### config.mk
export PLATFORM = sky130hd
export DESIGN_NAME = fibonacci_string_unrank_top
export DESIGN_NICKNAME = d
export VERILOG_FILES = /design/src/rtl/core/fsu_pkg.sv /design/src/rtl/core/fsu_entry.sv /design/src/rtl/core/fsu_cell.sv /design/src/rtl/core/fibonacci_string_unrank_top.sv
export SDC_FILE = /design/constraint.sdc
export NUM_CORES = 2
export LEC_CHECK = 0
export ABC_CLOCK_PERIOD_IN_PS = 119000
export BUFFER_PORTS_ARGS = -buffer_cell sky130_fd_sc_hd__buf_2
export CAP_MARGIN = 25
export CORE_ASPECT_RATIO = 1.25
export CORE_UTILIZATION = 45
export DETAILED_ROUTE_END_ITERATION = 8
export GPL_TIMING_DRIVEN = 0
export SETUP_SLACK_MARGIN = 0.2
export SLEW_MARGIN = 20
export SYNTH_ARGS = -nofsm -noshare
export SYNTH_HDL_FRONTEND = slang
export SYNTH_SLANG_ARGS = --single-unit
export TNS_END_PERCENT = 100
### constraint.sdc
create_clock -name clk_i -period 119 [get_ports clk_i]
set_input_delay 5.95 -clock clk_i [delete_from_list [all_inputs] [get_ports clk_i]]
set_output_delay 5.95 -clock clk_i [all_outputs]
set_load 0.02 [all_outputs]
### src/rtl/core/fsu_pkg.sv
// Shared types and the constant count table for the Fibonacci string unranker.
package fsu_pkg;

  // Widths fixed by the item fields.
  localparam int unsigned LenW  = 6;
  localparam int unsigned RankW = 32;
  localparam int unsigned DigW  = 32;

  // Data carried from one cell to the next.
  typedef struct packed {
    logic [RankW-1:0] rem;
    logic [DigW-1:0]  digits;
    logic             oor;
  } fsu_stage_t;

  // Number of valid words of idx digits: f(0)=1, f(1)=2, f(i)=f(i-1)+f(i-2).
  // Lengths beyond 45 have no count and read as zero.
  function automatic logic [RankW-1:0] fcount(input logic [LenW-1:0] idx);
    logic [RankW-1:0] val;
    case (idx)
      6'd0:  val = 32'd1;
      6'd1:  val = 32'd2;
      6'd2:  val = 32'd3;
      6'd3:  val = 32'd5;
      6'd4:  val = 32'd8;
      6'd5:  val = 32'd13;
      6'd6:  val = 32'd21;
      6'd7:  val = 32'd34;
      6'd8:  val = 32'd55;
      6'd9:  val = 32'd89;
      6'd10: val = 32'd144;
      6'd11: val = 32'd233;
      6'd12: val = 32'd377;
      6'd13: val = 32'd610;
      6'd14: val = 32'd987;
      6'd15: val = 32'd1597;
      6'd16: val = 32'd2584;
      6'd17: val = 32'd4181;
      6'd18: val = 32'd6765;
      6'd19: val = 32'd10946;
      6'd20: val = 32'd17711;
      6'd21: val = 32'd28657;
      6'd22: val = 32'd46368;
      6'd23: val = 32'd75025;
      6'd24: val = 32'd121393;
      6'd25: val = 32'd196418;
      6'd26: val = 32'd317811;
      6'd27: val = 32'd514229;
      6'd28: val = 32'd832040;
      6'd29: val = 32'd1346269;
      6'd30: val = 32'd2178309;
      6'd31: val = 32'd3524578;
      6'd32: val = 32'd5702887;
      6'd33: val = 32'd9227465;
      6'd34: val = 32'd14930352;
      6'd35: val = 32'd24157817;
      6'd36: val = 32'd39088169;
      6'd37: val = 32'd63245986;
      6'd38: val = 32'd102334155;
      6'd39: val = 32'd165580141;
      6'd40: val = 32'd267914296;
      6'd41: val = 32'd433494437;
      6'd42: val = 32'd701408733;
      6'd43: val = 32'd1134903170;
      6'd44: val = 32'd1836311903;
      6'd45: val = 32'd2971215073;
      default: val = '0;
    endcase
    return val;
  endfunction

endpackage

### src/rtl/core/fsu_entry.sv
// Entry stage: range check of the rank against the word count for the length.
module fsu_entry #(
  parameter int unsigned MAX_LEN = 32
) (
  input  logic                          clk_i,
  input  logic                          rst_ni,
  input  logic                          en_i,
  input  logic                          valid_i,
  input  logic [fsu_pkg::LenW-1:0]      word_length_i,
  input  logic [fsu_pkg::RankW-1:0]     rank_i,
  output logic                          valid_o,
  output fsu_pkg::fsu_stage_t           stage_o
);

  localparam logic [fsu_pkg::LenW-1:0] MaxLen = fsu_pkg::LenW'(MAX_LEN);

  logic                valid_q;
  fsu_pkg::fsu_stage_t stage_q, stage_d;
  logic                bad;

  // A length beyond the chain or a rank past the last word is out of range.
  // An out-of-range item carries a zero remainder, so no cell sets a digit.
  always_comb begin
    bad = (word_length_i > MaxLen) || (rank_i > fsu_pkg::fcount(word_length_i));
    stage_d.oor    = bad;
    stage_d.rem    = bad ? '0 : rank_i;
    stage_d.digits = '0;
  end

  // Valid bit is reset; the payload is not.
  always_ff @(posedge clk_i or negedge rst_ni) begin
    if (!rst_ni) begin
      valid_q <= 1'b0;
    end else if (en_i) begin
      valid_q <= valid_i;
    end
  end

  always_ff @(posedge clk_i) begin
    if (en_i) begin
      stage_q <= stage_d;
    end
  end

  assign valid_o = valid_q;
  assign stage_o = stage_q;

endmodule

### src/rtl/core/fsu_cell.sv
// One digit cell: decides the digit at position POS and passes the remainder on.
module fsu_cell #(
  parameter int unsigned POS = 0
) (
  input  logic                clk_i,
  input  logic                rst_ni,
  input  logic                en_i,
  input  logic                valid_i,
  input  fsu_pkg::fsu_stage_t stage_i,
  output logic                valid_o,
  output fsu_pkg::fsu_stage_t stage_o
);

  localparam logic [fsu_pkg::RankW-1:0] Count = fsu_pkg::fcount(fsu_pkg::LenW'(POS));

  logic                valid_q;
  fsu_pkg::fsu_stage_t stage_q, stage_d;
  logic                take;

  // Greedy choice: a one here when the remainder exceeds the count below.
  // The remainder then never exceeds the next count, so no two ones touch.
  always_comb begin
    take    = stage_i.rem > Count;
    stage_d = stage_i;
    if (take) begin
      stage_d.rem = stage_i.rem - Count;
    end
  end

  // Positions past the digit field are dropped.
  if (POS < fsu_pkg::DigW) begin : g_digit
    always_ff @(posedge clk_i) begin
      if (en_i) begin
        stage_q.rem    <= stage_d.rem;
        stage_q.oor    <= stage_d.oor;
        stage_q.digits <= stage_d.digits | (fsu_pkg::DigW'(take) << POS);
      end
    end
  end else begin : g_nodigit
    always_ff @(posedge clk_i) begin
      if (en_i) begin
        stage_q <= stage_d;
      end
    end
  end

  always_ff @(posedge clk_i or negedge rst_ni) begin
    if (!rst_ni) begin
      valid_q <= 1'b0;
    end else if (en_i) begin
      valid_q <= valid_i;
    end
  end

  assign valid_o = valid_q;
  assign stage_o = stage_q;

endmodule

### src/rtl/core/fibonacci_string_unrank_top.sv
// An accepted item passes through the entry register and then the cell chain to the outputs.
// Throughput: one item per cycle while the result is not stalled; one entry register and one cell per digit position.
// A stalled result freezes the entry stage and the whole cell chain until it is taken.
// Reset clears every valid bit of the chain; payload registers are not reset.
// Top level of the Fibonacci string unranker.
module fibonacci_string_unrank_top #(
  parameter int unsigned MAX_LEN = 32
) (
  input  logic                          clk_i,
  input  logic                          rst_ni,
  input  logic                          in_valid_i,
  output logic                          in_stall_o,
  input  logic [fsu_pkg::LenW-1:0]      word_length_i,
  input  logic [fsu_pkg::RankW-1:0]     rank_i,
  output logic                          out_valid_o,
  input  logic                          out_stall_i,
  output logic [fsu_pkg::DigW-1:0]      digits_o,
  output logic                          out_of_range_o
);

  logic                advance;
  logic                valid_c [MAX_LEN+1];
  fsu_pkg::fsu_stage_t stage_c [MAX_LEN+1];

  // The chain moves whenever the last cell is empty or its item is taken.
  assign advance    = !out_valid_o || !out_stall_i;
  assign in_stall_o = !advance;

  fsu_entry #(
    .MAX_LEN(MAX_LEN)
  ) u_entry (
    .clk_i        (clk_i),
    .rst_ni       (rst_ni),
    .en_i         (advance),
    .valid_i      (in_valid_i),
    .word_length_i(word_length_i),
    .rank_i       (rank_i),
    .valid_o      (valid_c[0]),
    .stage_o      (stage_c[0])
  );

  // Cell j handles digit position MAX_LEN-1-j, most significant first.
  for (genvar j = 0; j < MAX_LEN; j++) begin : g_cell
    fsu_cell #(
      .POS(MAX_LEN - 1 - j)
    ) u_cell (
      .clk_i  (clk_i),
      .rst_ni (rst_ni),
      .en_i   (advance),
      .valid_i(valid_c[j]),
      .stage_i(stage_c[j]),
      .valid_o(valid_c[j+1]),
      .stage_o(stage_c[j+1])
    );
  end

  // The last cell register is the output register.
  assign out_valid_o    = valid_c[MAX_LEN];
  assign digits_o       = stage_c[MAX_LEN].digits;
  assign out_of_range_o = stage_c[MAX_LEN].oor;

  // An out-of-range result carries no digits.
  a_oor_zero: assert property (@(posedge clk_i) disable iff (!rst_ni)
    out_valid_o && out_of_range_o |-> digits_o == '0)
    else $error("out-of-range result with nonzero digits");

  // A result never holds two adjacent ones.
  a_no_adjacent: assert property (@(posedge clk_i) disable iff (!rst_ni)
    out_valid_o |-> (digits_o & (digits_o >> 1)) == '0)
    else $error("result holds two adjacent ones");

  // The input side is only held back by a stalled result.
  a_stall_cause: assert property (@(posedge clk_i) disable iff (!rst_ni)
    in_stall_o |-> out_valid_o && out_stall_i)
    else $error("input stalled without a stalled result");

endmodule

==> results.json <==
{
  "status": "finished clean",
  "cts_hold_buffers": 0,
  "finalSetupTns_ps": 0,
  "worstPathCellList": "buf_2 -> nand2_1 -> clkbuf_4 -> buf_16 -> inv_1 -> buf_2",
  "port_buffers": 74,
  "rrSetupSlack_ps": 114920,
  "vias": 41690,
  "die_x_um": 359.8,
  "p_per_area_mw_per_mm2": 26.00,
  "yosysSeqAreaShare_pct": 67.22,
  "r2r-end": "g_cell[11].u_cell.stage_o[54]",
  "yosysMostFrequentCell": "edfxtp_1",
  "synth.cell_area_mm2": 0.07199,
  "cp_slowest_cell": "clkbuf_4",
  "ys.flop_type": "edfxtp_1",
  "hp-class": "register to register",
  "synthTopCellsByArea": "edfxtp_1 66%, xor2_1 6.1%, xnor2_1 4.4%",
  "start_kind": "input pin",
  "worst-setup-path-type": "input pin to primary output",
  "h-tree-depth": 4,
  "ys_top_cells_by_count": "1,584 x edfxtp_1, 501 x xor2_1, 437 x nor2_1, 378 x nand2_1, 363 x xnor2_1",
  "peakVddDrop_mv": 0.01667,
  "cts_setup_buffers": 0,
  "hp-start": "g_cell[19].u_cell.stage_o[16]",
  "antenna_found_initial": 1,
  "ys_async_sr_fraction_pct": 2.041,
  "startpoint": "out_stall_i",
  "clockRootBuffer": "clkbuf_16",
  "regToRegStartpoint": "g_cell[31].u_cell.valid_o",
  "crit_top_cell": "buf_2",
  "grt_pass1_wl_mm": 219.0,
  "layout-drive-gt1-share_pct": 7.809,
  "dieHeight_um": 449.2,
  "post-route-min-period_ps": 13250,
  "synth_cell_types": 90,
  "vias_per_cell": 5.354,
  "max_stage_delay_ps": 480,
  "cts_made_buffers": 162,
  "rows": 163,
  "core_area_mm2": 0.1583,
  "drtPass1Iterations": 5,
  "drt-initial-drc-count": 2417,
  "synth_top_area_share_pct": 66.07,
  "synth-edff-count": 1584,
  "grt_max_degree": 61,
  "cts_tree": "done",
  "synth_warnings": 0,
  "cap_violations": 0,
  "worst_slack_ps": 105750,
  "grt_use_total_pct": 16.91,
  "path_clk_slew_ps": 60,
  "num-fill-cells": 13360,
  "io-pin-count": 77,
  "multi_input_area_mm2": 0.02279,
  "dp_slack_ps": 105690,
  "finClkSkew_ps": 27.07,
  "post-dp-hpwl_mm": 97.37,
  "rsz0062_at_grt": "no",
  "worstMarginPinSlew_ps": 937.5,
  "avgRoutedWirePerCell_um": 17.44,
  "grt_pass1_vias": 42000,
  "synth_cells": 5318,
  "placedCellCount": 7488,
  "avgSynthCellArea_um2": 13.54,
  "critPathCaptureType": "primary output",
  "power_leakage_nw": 27.29,
  "min_delay_path_depth": 0,
  "finalHoldViolations": 0,
  "synth_largest_area_cell": "edfxtp_1",
  "min_to": "g_cell[20].u_cell.stage_o[16]",
  "slew_headroom_pct": 36.92,
  "cts.sinks": 1617,
  "syn-num-nets": 5452,
  "clockBufferDepth": 3,
  "start_util_pct": 45.49,
  "regArea_mm2": 0.04839,
  "cts_resized": 0,
  "r2r_cells": 11,
  "fmax_ghz": 0.07545,
  "place_congestion": 0.8620,
  "setup_viol": 0,
  "grt_overflow": 0,
  "clk_latency_ps": 800,
  "ys_ff_latch": 1617,
  "crit_required_ps": 113050,
  "die_area_mm2": 0.1616,
  "ant_nets": 0,
  "timing_max_transition_violations_final": 0,
  "finalInstanceArea_mm2": 0.08106,
  "worstPathMaxFanout": 52,
  "final_nets": 5726,
  "finalCritPeriodShare_pct": 11.14,
  "wl_mm": 135.8,
  "cp_data_arrival_time_ps": 7300,
  "drcViolationCount": 0,
  "area_growth_syn_to_layout_pct": 12.60,
  "fin_cells": 7787,
  "post_dp_cell_area_mm2": 0.07576
}
==> placed cells by master (no fill, tap or decap), drive strengths merged, types with 22 or more instances in the layout <==
cell / netlist / final
a21o: 30 / 30
nand3: 137 / 137
a21oi: 124 / 124
and2: 22 / 22
o21ai: 147 / 147
or2: 30 / 30
a31oi: 24 / 24
nand3b: 29 / 29
nor2b: 39 / 39
nand2b: 56 / 56
nand2: 379 / 379
mux2: 37 / 37
inv: 102 / 108
clkinv: 2 / 58
and3: 62 / 62
nor3: 263 / 263
nor4: 173 / 173
ha: 92 / 92
clkbuf: 88 / 298
xor2: 501 / 501
nand4: 61 / 61
xnor2: 363 / 363
o31ai: 29 / 29
or3: 81 / 81
dfrtp: 33 / 33
buf: 18 / 126
a211oi: 24 / 24
edfxtp: 1584 / 1584
or4: 97 / 97
nor2: 437 / 437
==> metal layers <==
metal,wire [µm],part of all wire [%],global-route usage [%]
met3,4550,3.4,2.641
met1,54040,40,19.04
met2,72220,53,31.47
met5,0,0,0
met4,4960,3.7,7.125
==> per-stage QoR <==
stage / hold WS [ps] / util, % / power, mW
finish: 406.6 / 51.22 / 2.108
global route: 402.3 / 51.22 / 2.234
CTS: 405.5 / 51.21 / 2.131
detailed placement: 404.5 / 47.87 / 1.613
global placement: 400.3 / 47.35 / 1.945
floorplan: 400.3 / - / 1.699
==> cell families (layout without fill, tap and decap cells) <==
family	after synthesis	count (layout)	share of synthesized area, %
other	0	1	0
XOR/XNOR	864	864	10.51
AO/OA/AOI/OAI	544	544	4.894
AND/OR/NAND/NOR	1945	1945	13.95
adder cells (fa/ha/maj)	92	92	1.599
flip-flops	1617	1617	67.22
multiplexers	46	46	0.7091
buffers and inverters	210	616	1.123
==> worst max path at each step <==
stage                     slack (ps)    endpoint
after floorplan                56970  in_stall_o
after global placement         48600  in_stall_o
after detailed placement      105690  in_stall_o
after CTS                     105680  in_stall_o
after global routing          105590  in_stall_o
final                         105750  in_stall_o
==> registers in the layout, indices dropped and copies added, names as in the netlist <==
signal and cells:
u_entry.stage_o 33, g_cell.u_cell.stage_o 1551, g_cell.u_cell.valid_o 32, u_entry.valid_o 1
==> report_power, final <==
part | switching, mW | internal [mW] | total, mW
logic | 0.278 | 0.212 | 0.490
registers | 0.186 | 0.928 | 1.11
clock network | 0.207 | 0.297 | 0.504
total | 0.671 | 1.44 | 2.11
==> final cells by class <==
class	instances	area share [%]
Tap cell	2062	3.183
Antenna cell	1	0.003087
Inverter	104	0.4816
Buffer	106	0.5201
Clock inverter	88	1.181
Sequential cell	1617	59.70
Timing Repair Buffer	110	1.474
Multi-Input combinational cell	3491	28.12
Clock buffer	208	5.345
==> worst max-delay path: cells and delay by family <==
family | cells | cell delay, ps
buffers and inverters | 5 | 1120
and+or+nand+nor | 1 | 220
Note: power is estimated with default switching activity, not from simulation.
